==> src/hdl/pzm_pkg.sv <==
package pzm_pkg;

	// Configuration register map
	localparam int CFG_IDX_BITS = 2;
	localparam int TOL_BITS     = 20;
	localparam logic [CFG_IDX_BITS-1:0] REG_AREA_TOL = 2'd0;
	localparam logic [CFG_IDX_BITS-1:0] REG_ZONES    = 2'd1;
	localparam logic [TOL_BITS-1:0]     AREA_TOL_RESET = 20'd66;

	// Result item width on the master side
	localparam int OUT_BITS = 8;

	// Per-item control that travels down the pipeline
	typedef struct packed {
		logic first;      // first vertex of a polygon: sums restart
		logic close;      // last vertex of a polygon: closing edge and test
		logic eos;        // last vertex of the set: emit a result
		logic set_start;  // first vertex of a set: clear the match flag
	} pzm_flags_t;

	// Live configuration
	typedef struct packed {
		logic [TOL_BITS-1:0] area_tol;
		logic                zones_defined;
	} pzm_cfg_t;

endpackage

==> src/hdl/pzm_front.sv <==
module pzm_front #(
	parameter int CB = 24
) (
	input  logic                   clk,
	input  logic                   arst_n,
	input  logic                   in_valid,
	output logic                   in_ready,
	input  logic signed [CB-1:0]   query_x,
	input  logic signed [CB-1:0]   query_y,
	input  logic signed [CB-1:0]   vertex_x,
	input  logic signed [CB-1:0]   vertex_y,
	input  logic                   end_of_polygon,
	input  logic                   end_of_set,
	input  logic                   down_ready,
	output logic                   valid_s1,
	output pzm_pkg::pzm_flags_t    flags_s1,
	output logic signed [CB-1:0]   vert_x_s1,
	output logic signed [CB-1:0]   vert_y_s1,
	output logic signed [CB-1:0]   prior_x_s1,
	output logic signed [CB-1:0]   prior_y_s1,
	output logic signed [CB-1:0]   start_x_s1,
	output logic signed [CB-1:0]   start_y_s1,
	output logic signed [CB-1:0]   point_x_s1,
	output logic signed [CB-1:0]   point_y_s1
);
	import pzm_pkg::*;

	logic                 at_set_q;
	logic                 at_poly_q;
	logic signed [CB-1:0] held_x_q, held_y_q;
	logic signed [CB-1:0] start_x_q, start_y_q;
	logic signed [CB-1:0] prior_x_q, prior_y_q;
	logic                 accept;
	logic                 closing;

	assign in_ready = !valid_s1 || down_ready;
	assign accept   = in_valid && in_ready;
	assign closing  = end_of_polygon || end_of_set;

	// Track set and polygon boundaries, advance the stage valid
	always_ff @(posedge clk or negedge arst_n) begin
		if (!arst_n) begin
			valid_s1  <= 1'b0;
			at_set_q  <= 1'b1;
			at_poly_q <= 1'b1;
		end else begin
			if (in_ready) begin
				valid_s1 <= in_valid;
			end
			if (accept) begin
				at_set_q  <= end_of_set;
				at_poly_q <= closing;
			end
		end
	end

	// Latch query point, first and prior vertex; load the item into stage 1
	always_ff @(posedge clk) begin
		if (accept) begin
			if (at_set_q) begin
				held_x_q <= query_x;
				held_y_q <= query_y;
			end
			if (at_poly_q) begin
				start_x_q <= vertex_x;
				start_y_q <= vertex_y;
			end
			prior_x_q <= vertex_x;
			prior_y_q <= vertex_y;

			vert_x_s1  <= vertex_x;
			vert_y_s1  <= vertex_y;
			prior_x_s1 <= prior_x_q;
			prior_y_s1 <= prior_y_q;
			start_x_s1 <= at_poly_q ? vertex_x : start_x_q;
			start_y_s1 <= at_poly_q ? vertex_y : start_y_q;
			point_x_s1 <= at_set_q ? query_x : held_x_q;
			point_y_s1 <= at_set_q ? query_y : held_y_q;
			flags_s1.first     <= at_poly_q;
			flags_s1.close     <= closing;
			flags_s1.eos       <= end_of_set;
			flags_s1.set_start <= at_set_q;
		end
	end

	// A closing item restarts the polygon, a set end restarts the set
	assert property (@(posedge clk) disable iff (!arst_n)
		(accept && closing) |=> at_poly_q)
		else $error("polygon start not armed after closing item");
	assert property (@(posedge clk) disable iff (!arst_n)
		(accept && !end_of_set) |=> !at_set_q)
		else $error("set start armed without set end");

endmodule

==> config.mk <==
export PLATFORM = sky130hd
export DESIGN_NAME = pzm_front
export DESIGN_NICKNAME = d
export VERILOG_FILES = /design/src/hdl/pzm_pkg.sv /design/src/hdl/pzm_front.sv
export SDC_FILE = /design/constraint.sdc
export NUM_CORES = 1
export LEC_CHECK = 0
export ABC_AREA = 1
export BUFFER_PORTS_ARGS = -buffer_cell sky130_fd_sc_hd__buf_2
export CAP_MARGIN = 0
export CORE_MARGIN = 5
export CORE_UTILIZATION = 44
export DETAILED_ROUTE_END_ITERATION = 7
export PLACE_DENSITY = 0.77
export SLEW_MARGIN = 15
export SYNTH_ARGS = -nofsm -noshare
export SYNTH_HDL_FRONTEND = slang
export SYNTH_SLANG_ARGS = --single-unit
==> constraint.sdc <==
create_clock -name clk -period 4.1 [get_ports clk]
set_input_delay 0.82 -clock clk [delete_from_list [all_inputs] [get_ports clk]]
set_output_delay 0.82 -clock clk [all_outputs]
set_load 0.05 [all_outputs]
## Word level (Yosys, flattened, before mapping)

Index checks and enable logic that the tools add are counted.

| storage, ports and cells | value |
|---|---|
| flip-flop bits (word level) | 199 |
| bits of input ports | 102 |
| output and inout bits | 198 |

| cells by class | value |
|---|---|
| reductions and logical operators | 6 |

Operators with widths:

| operator | number |
|---|---|
| $reduce_and 2->1 | 2 |
| $logic_or 1x1->1 | 2 |
| $logic_and 1x1->1 | 1 |
| $logic_not 1->1 | 1 |

## Depth between registers and ports, before layout

| logic depth | value |
|---|---|
| word-level depth | 4 |
| gate-level depth with buffers | 5 |
| mapped depth without buffers | 5 |

## Worst setup path before layout

OpenSTA, ideal clock, no wires.

| path | value |
|---|---|
| path type | input to register |
| from | input port down_ready |
| to | register held_x_q[0] (enable) |
| library setup time | 0.454 ns |
| data arrival time | 3.129 ns |
| setup slack | 0.517 ns |
| cell stages on the path | 4 |
| buffers on the path | 0 |
| cell sequence | inv_2 > nand2_4 > nand2_4 > nor2_1 |

| on the way | value |
|---|---|
| word-level cells in the longest chain between the ends | 3 |

RTL lines:

| what | line | source |
|---|---|---|
| start, declared | pzm_front.sv:14 | `input logic down_ready,` |
| $logic_or 1x1->1 | pzm_front.sv:36 | `assign in_ready = !valid_s1 \|\| down_ready;` |
| net in_ready | pzm_front.sv:7 | `output logic in_ready,` |
| $logic_and 1x1->1 | pzm_front.sv:37 | `assign accept = in_valid && in_ready;` |
| $reduce_and 2->1 (no line) | -- |  |
| end signal, assigned | pzm_front.sv:61 | `held_x_q <= query_x;` |
| end, declared | pzm_front.sv:30 | `logic signed [CB-1:0] held_x_q, held_y_q;` |

The timed path passes the listed nets, and every way through them passes these cells.
A chain may end at the register's enable or synchronous reset.

## Worst setup path in the final report

| path | value |
|---|---|
| from | input port down_ready |
| to | output port in_ready |

| on the way | value |
|---|---|
| word-level cells in the longest chain between the ends | 1 |

RTL lines:

| what | line |
|---|---|
| $logic_or 1x1->1 | pzm_front.sv:36 |
| end, declared | pzm_front.sv:7 |

No other way between the ends.

==> results.cfg <==
[layout]
fin_nets = 641
multi_input_area_um2 = 77.6
area_growth_pct = 39.5
drive_gt1_share_pct = 61.7
layout_common_cells = buf_2 (299), edfxtp_1 (196), clkbuf_16 (17)
layout_commonest_cell = buf_2
regArea_mm2 = 0.00596
fillCellCount = 957

[clock_network]
clock-sinks = 199
cts_hold_buf = 0
cts_buffers = 17
cts_root_buf = clkbuf_16
clk_path_buf_depth = 2
cts_tree = yes
clk_latency_ns = 0.41
cts_repair_resize_count = 0
post-cts-setup-buffers = 0
path_clk_slew_ns = 0.07
htreeDepth = 4

[synthesis]
ys_seq_area_share_pct = 98.6
synthTopCellsByArea = edfxtp_1 (97%), dfstp_2 (0.87%), dfrtp_1 (0.41%)
postSynthAreaPerCell_um2 = 27.9
synth_seq_cells = 199
syn_inst = 217
yosysUniqueCellTypes = 9
yosys.area.top_type = edfxtp_1
yosys_warnings = 0
yosysTopAreaCellShare_pct = 97.3
synthesis.nets = 319
syn_area_mm2 = 0.00605

[pwr]
swShare_pct = 26.3
p_int_mw = 3.53
pwr-share-seq_pct = 50.9
switchingPower_mw = 1.26
leakagePower_nw = 3.44
p_per_area_mw_per_mm2 = 567
pwr-share-comb_pct = 13.8
vdd_ir_drop_max_mv = 0.245
power_frac_clock_pct = 35.3

[floorplan]
io_pins = 300
initial_core_util_pct = 45.3
num_rows = 42
die_h_um = 127
core_area_mm2 = 0.0133
fp.dieArea_mm2 = 0.0162
die_x_um = 127

[place]
port_buffers = 299
dp_hpwl_um = 11100
gp_congestion = 0.893

[critical_path]
crit_fanout = 5
slowest_stage = buf_2
endpoint_kind = output port
cp_data_arrival_time_ns = 1.30
critPathKind = primary input to output port
startpoint_type = primary input
cp.required_ns = 3.28
max_stage_delay_ns = 0.28
critPathTopFamily = buffers and inverters
cp_num_buf_inv = 3
crit_cells = 4
crit_chain = buf_2 -> inv_2 -> nand2_4 -> buf_2
rr_worst_depth = 4
cp_common_cell = buf_2

[timing]
drv_slew = 0
fin_setup_tns_ns = 0
slew_headroom_pct = 50.9
holdWs_ns = 0.197
fmax_mhz = 471
setup_viol = 0
worst_slew_pin_slew_ns = 0.737
finalHoldViolations = 0
timing.final.crit_period_ns = 2.12
fin_crit_sh_pct = 51.7
rsz0062_at_grt = no
fin_skew_ns = 0.00683

[global_route]
antenna_found_initial = 2
grt_usage_pct = 17.4
grt_max_degree = 59
grt_pass1_vias = 3588
grt_pass1_wl_um = 20900
overflow = 0

[drt]
drt_iter0_markers = 184
postRouteAntennaNets = 0
routed_wl_um = 14500
viasPerCell = 4.60
vias = 3352
wire_per_inst_um = 19.8
drt-pass1-iter-count = 4
drc = 0

[outcome]
status = finished clean

[hold_path]
min_path_type = primary input to async pin

[run]
cap_violations = 0
-- registers in the layout, indices dropped and copies added (netlist names) --
register and cells:
flags_s1 4, held_y_q 24, at_set_q 1, at_poly_q 1, vert_x_s1 24, prior_y_s1 24, valid_s1 1, held_x_q 24
prior_x_s1 24, start_y_q 24, vert_y_s1 24, start_x_q 24
-- cell usage after synthesis, drive strengths merged --
library cell,instances
dfrtp,1
dfstp,2
edfxtp,196
inv,6
nand2,8
nand3,2
nor2,2
-- power groups by stage --
stage | clock network [mW] | registers, mW | logic, mW
global placement | 0 | 2.47 | 0.654
finish | 1.69 | 2.44 | 0.660
global route | 1.82 | 2.45 | 0.683
CTS | 1.73 | 2.44 | 0.664
floorplan | 0 | 2.89 | 0.0540
detailed placement | 0 | 2.48 | 0.663
-- cell type report --
| cell class | instances | area share (%) |
|---|---|---|
| Clock buffer | 18 | 5.09 |
| Multi-Input combinational cell | 12 | 0.919 |
| Antenna cell | 2 | 0.0593 |
| Tap cell | 176 | 2.61 |
| Clock inverter | 13 | 2.12 |
| Inverter | 6 | 0.297 |
| Timing Repair Buffer | 303 | 18.2 |
| Sequential cell | 199 | 70.7 |
-- kinds of logic after synthesis --
| kind of cell | after synthesis | synth area share (%) |
|---|---|---|
| buffers and inverters | 6 | 0.372 |
| DFF | 199 | 98.6 |
| and+or+nand+nor | 12 | 1.03 |
-- per-layer routing --
metal / GRT usage [%] / vias to the layer above / share of wire, %
met1: 19.8 / 1650 / 37
li1: - / 1511 / -
met2: 30.7 / 169 / 54
met4: 6.81 / 2 / 1.8
met5: 0 / - / 0.090
met3: 5.55 / 20 / 7.2
-- worst paths after layout --
check,start,end,slack [ns]
max,down_ready,in_ready,1.98
min,arst_n,valid_s1,0.20
max reg2reg,valid_s1,start_y_q[3],2.09
min reg2reg,vert_x_s1[9],prior_x_s1[9],0.45
max in group asynchronous,arst_n,at_poly_q,3.70
min in group clk,vert_x_s1[9],prior_x_s1[9],0.45
-- stage by stage --
step                      util, %  instance area, um2  cells  setup slack (ns)  total power, mW
after floorplan                 -                6050    217             0.517             2.94
after global placement       58.5                7800    695              1.58             3.13
after detailed placement     58.5                7800    695              1.54             3.14
after CTS                    63.0                8410    726              1.97             4.83
after global routing         63.2                8440    729              1.91             4.95
final                        63.2                8440    729              1.98             4.79
(Power assumes the default switching activity.)
