--- src/hdl/pzm_pkg.sv ---
package pzm_pkg;

	// Configuration register map
	localparam int CFG_IDX_BITS = 2;
	localparam int TOL_BITS     = 20;
	localparam logic [CFG_IDX_BITS-1:0] REG_AREA_TOL = 2'd0;
	localparam logic [CFG_IDX_BITS-1:0] REG_ZONES    = 2'd1;
	localparam logic [TOL_BITS-1:0]     AREA_TOL_RESET = 20'd66;

	// Result item width on the master side
	localparam int OUT_BITS = 8;

	// Per-item control that travels down the pipeline
	typedef struct packed {
		logic first;      // first vertex of a polygon: sums restart
		logic close;      // last vertex of a polygon: closing edge and test
		logic eos;        // last vertex of the set: emit a result
		logic set_start;  // first vertex of a set: clear the match flag
	} pzm_flags_t;

	// Live configuration
	typedef struct packed {
		logic [TOL_BITS-1:0] area_tol;
		logic                zones_defined;
	} pzm_cfg_t;

endpackage

--- src/hdl/pzm_accum.sv ---
module pzm_accum #(
	parameter int CB = 24,
	parameter int AB = 58,
	parameter int TW = 2 * CB + 3
) (
	input  logic                 clk,
	input  logic                 arst_n,
	input  pzm_pkg::pzm_cfg_t    cfg,
	input  logic                 valid_s3,
	output logic                 up_ready,
	input  pzm_pkg::pzm_flags_t  flags_s3,
	input  logic signed [TW-1:0] shoe_a_s3,
	input  logic signed [TW-1:0] tri_a_s3,
	input  logic signed [TW-1:0] shoe_b_s3,
	input  logic signed [TW-1:0] tri_b_s3,
	output logic                 m_valid,
	input  logic                 m_ready,
	output logic                 m_res
);
	import pzm_pkg::*;

	localparam int EW = AB + 1;
	localparam logic signed [EW-1:0] HI_E = $signed({2'b00, {(AB-1){1'b1}}});
	localparam logic signed [EW-1:0] LO_E = $signed({2'b11, {(AB-1){1'b0}}});

	logic valid_s4, valid_s5, valid_s6;
	logic ready_s4, ready_s5, ready_s6;
	pzm_flags_t flags_s4, flags_s5, flags_s6;

	logic signed [EW-1:0] hma_s4, lma_s4, ab_s4, hb_s4, lb_s4, tt_s4;
	logic signed [EW-1:0] a_e, b_e;
	logic signed [AB-1:0] shoe_q, tri_q;
	logic signed [EW-1:0] d_s6;
	logic found_q;
	logic out_valid_q, out_res_q;

	logic signed [EW-1:0] shoe_base, shoe_sum, shoe_sat, shoe_next;
	logic signed [EW-1:0] tri_base, tri_sum, tri_next;
	logic over, under;
	logic signed [EW-1:0] lim;
	logic match, found_next, retire;

	// Handshake chain; only set-end items need the output register free
	assign ready_s6 = !valid_s6 || !flags_s6.eos || !out_valid_q || m_ready;
	assign ready_s5 = !valid_s5 || ready_s6;
	assign ready_s4 = !valid_s4 || ready_s5;
	assign up_ready = ready_s4;
	assign retire   = valid_s6 && ready_s6;

	always_ff @(posedge clk or negedge arst_n) begin
		if (!arst_n) begin
			valid_s4 <= 1'b0;
			valid_s5 <= 1'b0;
			valid_s6 <= 1'b0;
		end else begin
			if (ready_s4) begin
				valid_s4 <= valid_s3;
			end
			if (ready_s5) begin
				valid_s5 <= valid_s4;
			end
			if (ready_s6) begin
				valid_s6 <= valid_s5;
			end
		end
	end

	// Stage 4: bounds for the two-step saturating add of the shoelace terms
	assign a_e = EW'(shoe_a_s3);
	assign b_e = EW'(shoe_b_s3);

	always_ff @(posedge clk) begin
		if (ready_s4) begin
			flags_s4 <= flags_s3;
			hma_s4   <= HI_E - a_e;
			lma_s4   <= LO_E - a_e;
			ab_s4    <= a_e + b_e;
			hb_s4    <= (b_e > 0) ? HI_E : HI_E + b_e;
			lb_s4    <= (b_e < 0) ? LO_E : LO_E + b_e;
			tt_s4    <= EW'(tri_a_s3) + EW'(tri_b_s3);
		end
	end

	// Stage 5: accumulate; first step clamps if sum plus edge a leaves range
	assign shoe_base = flags_s4.first ? '0 : EW'(shoe_q);
	assign over      = shoe_base > hma_s4;
	assign under     = shoe_base < lma_s4;
	assign shoe_sum  = shoe_base + ab_s4;
	assign shoe_sat  = (shoe_sum > HI_E) ? HI_E : ((shoe_sum < LO_E) ? LO_E : shoe_sum);
	assign shoe_next = over ? hb_s4 : (under ? lb_s4 : shoe_sat);

	// Triangle terms are never negative: one clamp at the top is exact
	assign tri_base = flags_s4.first ? '0 : EW'(tri_q);
	assign tri_sum  = tri_base + tt_s4;
	assign tri_next = (tri_sum > HI_E) ? HI_E : tri_sum;

	always_ff @(posedge clk) begin
		if (ready_s5) begin
			flags_s5 <= flags_s4;
			if (valid_s4) begin
				shoe_q <= shoe_next[AB-1:0];
				tri_q  <= tri_next[AB-1:0];
			end
		end
	end

	// Stage 6: triangle sum minus magnitude of the shoelace sum
	always_ff @(posedge clk) begin
		if (ready_s6) begin
			flags_s6 <= flags_s5;
			d_s6 <= shoe_q[AB-1] ? EW'(tri_q) + EW'(shoe_q) : EW'(tri_q) - EW'(shoe_q);
		end
	end

	// Match test against twice the tolerance, fold into the set flag
	assign lim        = $signed(EW'({cfg.area_tol, 1'b0}));
	assign match      = flags_s6.close && (d_s6 < lim) && (d_s6 > -lim);
	assign found_next = (flags_s6.set_start ? 1'b0 : found_q) || match;

	always_ff @(posedge clk or negedge arst_n) begin
		if (!arst_n) begin
			found_q     <= 1'b0;
			out_valid_q <= 1'b0;
			out_res_q   <= 1'b0;
		end else begin
			if (out_valid_q && m_ready) begin
				out_valid_q <= 1'b0;
			end
			if (retire) begin
				found_q <= found_next;
				if (flags_s6.eos) begin
					out_valid_q <= 1'b1;
					out_res_q   <= !cfg.zones_defined || found_next;
				end
			end
		end
	end

	assign m_valid = out_valid_q;
	assign m_res   = out_res_q;

	// A result appears only from a retiring set-end item
	assert property (@(posedge clk) disable iff (!arst_n)
		$rose(out_valid_q) |-> $past(valid_s6 && flags_s6.eos))
		else $error("result raised without a set end");
	// An open first vertex of a set leaves no match behind
	assert property (@(posedge clk) disable iff (!arst_n)
		(retire && flags_s6.set_start && !flags_s6.close) |=> !found_q)
		else $error("match flag not cleared at set start");

endmodule

--- config.mk ---
export PLATFORM = sky130hd
export DESIGN_NAME = pzm_accum
export DESIGN_NICKNAME = d
export VERILOG_FILES = /design/src/hdl/pzm_pkg.sv /design/src/hdl/pzm_accum.sv
export SDC_FILE = /design/constraint.sdc
export NUM_CORES = 2
export LEC_CHECK = 0
export ABC_AREA = 0
export BUFFER_PORTS_ARGS = -buffer_cell sky130_fd_sc_hd__buf_2
export CAP_MARGIN = 20
export CORE_UTILIZATION = 55
export DETAILED_ROUTE_END_ITERATION = 8
export GPL_ROUTABILITY_DRIVEN = 0
export PLACE_DENSITY = 0.71
export SYNTH_ARGS = -nofsm -noshare
export SYNTH_HDL_FRONTEND = slang
export SYNTH_SLANG_ARGS = --single-unit
--- constraint.sdc ---
create_clock -name clk -period 18.1 [get_ports clk]
set_clock_uncertainty 0.2 [all_clocks]
set_input_delay 0.905 -clock clk [delete_from_list [all_inputs] [get_ports clk]]
set_output_delay 0.905 -clock clk [all_outputs]
set_load 0.01 [all_outputs]
# --- After elaboration in Yosys (flattened, before gate mapping) ---
# Index checks and enable logic that the tools add are counted.
word_totals:
  regBits: 543
  in_bits: 233
  out_inout_bits: 3
op_classes:
  reduce_logical: 19
  addsub: 11
  n_lt_le_gt_ge: 9
  muxes: 11
op_table:
  columns: ["cell", "n"]
  rows:
  - ["58-bit 2-to-1 mux", 4]
  - ["59-bit 2-to-1 mux", 3]
  - ["59-bit adder", 2]
  - ["59-bit by 58-bit > comparator with 1-bit output, second input constant", 2]
  - ["59-bit > comparator", 2]
  - ["58-bit by 51-bit subtractor with 59-bit output, first input constant", 2]
  - ["58-bit by 51-bit adder with 58-bit output, first input constant", 2]
  - ["51-bit by 51-bit adder with 52-bit output", 2]
  - ["58-bit by 58-bit adder with 59-bit output", 1]
  - ["59-bit by 22-bit less-than comparator with 1-bit output", 1]
  - ["59-bit by 58-bit less-than comparator with 1-bit output, second input constant", 1]
  - ["59-bit less-than comparator", 1]
  - ["21-bit negation with 59-bit output", 1]
  - ["58-bit by 58-bit subtractor with 59-bit output", 1]
  - ["51-bit by 1-bit > comparator with 1-bit output, second input constant", 1]
  - ["51-bit by 1-bit less-than comparator with 1-bit output, second input constant", 1]
  - ["1-bit logical OR", 7]
  - ["1-bit zero test", 6]
  - ["1-bit logical AND", 4]
  - ["1-bit 2-to-1 mux", 4]
  - ["2-bit AND reduction", 2]

# --- Longest topological paths before layout ---
depth:
  ltp_word: 7
  ltp_mapped: 30
  mapped_depth_nobuf: 22

# --- Worst setup path before layout ---
# No wires, ideal clock.
synth_timing:
  path_kind: "in2out"
  from: "input port m_ready"
  to: "output port up_ready"
  cell_stages: 5
  t_required_ns: 16.995
  arrival_time_ns: 10.081
  path_slack_ns: 6.914
  path_cell_list: "nand2b_1 or2_2 clkbuf_1 nor2_1 nand2_1"
synth_between:
  elab_chain_cells: 3
synth_rtl:
  columns: ["element", "line", "source"]
  rows:
  - ["start: declaration", "pzm_accum.sv:17", "input logic m_ready,"]
  - ["1-bit logical OR", "pzm_accum.sv:44", "assign ready_s6 = !valid_s6 || !flags_s6.eos || !out_valid_q || m_ready;"]
  - ["named net ready_s6", "pzm_accum.sv:27", "logic ready_s4, ready_s5, ready_s6;"]
  - ["1-bit logical OR", "pzm_accum.sv:45", "assign ready_s5 = !valid_s5 || ready_s6;"]
  - ["1-bit logical OR", "pzm_accum.sv:46", "assign ready_s4 = !valid_s4 || ready_s5;"]
  - ["end: declaration", "pzm_accum.sv:10", "output logic up_ready,"]
# The timed path passes the listed nets, and every way through them passes these cells.

# --- Worst setup path after layout ---
layout_timing:
  from: "register shoe_q[7]"
  to: "register d_s6[56] (data pin)"
layout_between:
  elab_chain_cells: 2
layout_rtl:
  columns: ["element", "line", "source"]
  rows:
  - ["start: declaration", "pzm_accum.sv:32", "logic signed [AB-1:0] shoe_q, tri_q;"]
  - ["start signal: assignment", "pzm_accum.sv:101", "shoe_q <= shoe_next[AB-1:0];"]
  - ["58-bit by 58-bit subtractor with 59-bit output or 58-bit by 58-bit adder with 59-bit output (tied branches)", "pzm_accum.sv:111", "d_s6 <= shoe_q[AB-1] ? EW'(tri_q) + EW'(shoe_q) : EW'(tri_q) - EW'(shoe_q);"]
  - ["59-bit 2-to-1 mux *", "pzm_accum.sv:111", null]
  - ["end signal: assignment", "pzm_accum.sv:111", null]
  - ["end: declaration", "pzm_accum.sv:33", "logic signed [EW-1:0] d_s6;"]
# Mark *: on every way between the ends. The rest lies on a longest branch, timed or not.
# A chain may end at the register's enable or synchronous reset.

==> metrics.txt <==
Final HPWL DP 97.4 mm; status completed; Initial Utilization 0.557; overall die width 285 µm; Tot GR Track Use 0.300; drt total wl 125 mm; Clk Latency, worst-skew pair 620 ps; vias in the first global route 34919; Detailed Route Iter0 Violations 4167; ant diodes 0; remaining global-route overflow 0; Crit path top cell by count a21oi_1; number of flops mapped to enable cells by yosys 509; largest net degree at the start of global routing 152; Peak VDD IR 0.0000969 V; Post CTS Setup Buffer Count 0; post-cts repair resize count 0; pwr dens 165 mW/mm²; Hold Buf Count CTS 1; maxcap violations 0; FMAX 150 MHz; delay-heaviest family, CP simple AND/OR/NAND/NOR gates; drt pass-1 iters 6; Hold Path Origin flags_s4[2]$_DFFE_PP_; global-route wire length before repair 195 mm; RSZ-0062 raised after global routing false; Synth Flop Type edfxtp_1; worst min path class register to register; synthesized instance count 4914; CTS tree done; worst path arrival time 6840 ps; TritonCTS Sinks 515; critical path class register to register; Worst EP required 18260 ps; I/O Buffers 235; CP max stage cell nor3_1; Final Hold Viols 0; Critical Path Source shoe_q[7]$_DFFE_PP_; P&R area growth vs syn 7.85%; ANT nets after route 0; nets 5596; Reg clk slew, reported paths 60 ps; final worst-path cycle share 0.369; row count 103; CTS Buffer Depth 3; core area 0.0791 mm²; yosys warns 0; slowest stage delay, CP 880 ps; crit-path max FO 15; Final Max Slew Viols 0; Buf/Inv on CP 0; cell breakdown of the critical path nor4_1 -> and3_1 -> nand2_1 -> nor2_1 -> nand3_1 -> nor3_1 -> a21oi_1 -> xnor2_1 -> ha_1 -> nand3_1 -> or3_1 -> a2111oi_0 -> nor4b_1 -> a21oi_1 -> a211oi_1 -> o21ai_1 -> a21o_1 -> a21o_1 -> a21oi_1 -> xnor2_1; Post-synth ARST share 0.0117; Die H 285 µm; r2r startpoint shoe_q[7]$_DFFE_PP_; H-tree depth 2; sequential area share after synthesis 0.350; Vias/cell 6.25; Final Power 7.86 mW; Die ar. 0.0813 mm²; Remaining DRCs 0; mapped cell area 0.0441 mm²; actual slew at the worst max-slew pin 1180 ps; CTS buffer count 56; setup TNS 0 ps; Mean Syn Cell Area 8.97 µm²; Unique masters post-synth 110; CP startpoint kind register; root buffer cell clkbuf_16; Vias 38119; LEAKAGE 19.5 nW; Rel. slew slack 0.206; layout cells sized above 1 0.0828; register bit total from synthesis 515; count of final setup violators 0; boundary pin count 236; Min Clock Period, post-route 6680 ps; initial antenna violation count 2; Worst setup EP type register; DR WL/cell 20.5 µm
==> area by class of cell <==
cell class                 instances  area (µm²)
clock buffer                      65        1440
timing repair buffer             258        1360
clock inverter                    37         307
tap                             1050        1310
fill                            6961       31600
inverter                         250         938
sequential                       515       15400
multi-input combinational       3924       26800
==> metrics by stage <==
stage / hold slack [ps] / util / std cells / instance area (µm²) / setup slack, ps
detailed placement: 205 / 0.579 / 5996 / 45800 / 11500
global placement: 203 / 0.579 / 5996 / 45800 / 11520
finish: 213 / 0.601 / 6099 / 47500 / 11420
CTS: 215 / 0.601 / 6099 / 47500 / 11470
global route: 221 / 0.601 / 6099 / 47500 / 10930
floorplan: 200 / - / 4917 / 44100 / 6910
==> synthesized netlist by cell type (all sizes together) (55+ instances only) <==
cell,instances,share of area
clkbuf,156,0.013
edfxtp,509,0.35
nand3,96,0.011
xnor2,351,0.070
xor2,134,0.027
a31oi,95,0.014
nor2b,206,0.029
nand4,61,0.0090
a21o,193,0.033
nand2b,76,0.011
nand2,379,0.032
a21oi,429,0.049
ha,353,0.10
nor2,379,0.032
buf,72,0.0097
inv,248,0.021
nor3,112,0.014
o21ai,275,0.031
nor4,55,0.0095
==> power breakdown <==
part	total (mW)	internal [mW]	switching, mW
logic	4.45	1.80	2.65
clock network	1.11	0.623	0.487
registers	2.30	1.84	0.459
==> cell usage in the layout, fill, tap and decap left out, drive strengths merged, types with 31 or more instances in the layout <==
cell type / count
and2: 31
inv: 250
a21oi: 429
xor2: 134
nor4: 55
o211ai: 53
nor3: 112
o2bb2ai: 47
nor2: 379
clkbuf: 65
nand2: 379
o21bai: 41
o21a: 48
buf: 257
a21o: 193
o22ai: 33
a211oi: 36
a31oi: 95
o21ai: 275
edfxtp: 509
nand4: 61
nand2b: 76
nor2b: 206
and3: 43
xnor2: 351
ha: 353
nand3: 96
==> sequential cells by signal, indices dropped and copies added, names as in the netlist <==
register,cells
valid_s6,1
ab_s4,52
shoe_q,58
flags_s6,3
tt_s4,52
lma_s4,58
valid_s4,1
flags_s5,3
d_s6,59
hb_s4,58
flags_s4,4
m_valid,1
found_q,1
lb_s4,52
hma_s4,52
m_res,1
valid_s5,1
tri_q,58
==> metal layers <==
metal | GRT usage | part of all wire | vias to the layer above
li1 | - | - | 18323
met1 | 0.447 | 0.45 | 17964
met2 | 0.456 | 0.43 | 1641
met3 | 0.0322 | 0.084 | 189
met4 | 0.0913 | 0.030 | 2
met5 | 0 | 0.00010 | -
==> worst paths after layout <==
path / end / slack [ps] / depth (start not counted)
max: d_s6[56]$_DFFE_PP_ / 11420 / 20
min: flags_s5[2]$_DFFE_PP_ / 210 / 0
max reg2reg: d_s6[56]$_DFFE_PP_ / 11420 / 20
min reg2reg: flags_s5[2]$_DFFE_PP_ / 210 / 0
max in group asynchronous: valid_s5$_DFFE_PN0P_ / 17110 / 2
min in group asynchronous: m_valid$_DFF_PN0_ / 450 / 2
==> logic make-up after synthesis <==
| family | after synthesis | synth area share |
|---|---|---|
| simple gates | 1576 | 0.184 |
| compound gates | 1468 | 0.215 |
| flops | 515 | 0.350 |
| xor+xnor | 485 | 0.0964 |
| buf+inv | 478 | 0.0443 |
| fa+ha+maj | 382 | 0.108 |
| mux | 8 | 0.00202 |
| other cells | 2 | 0.000170 |
Power figures use the tool's default switching activity.
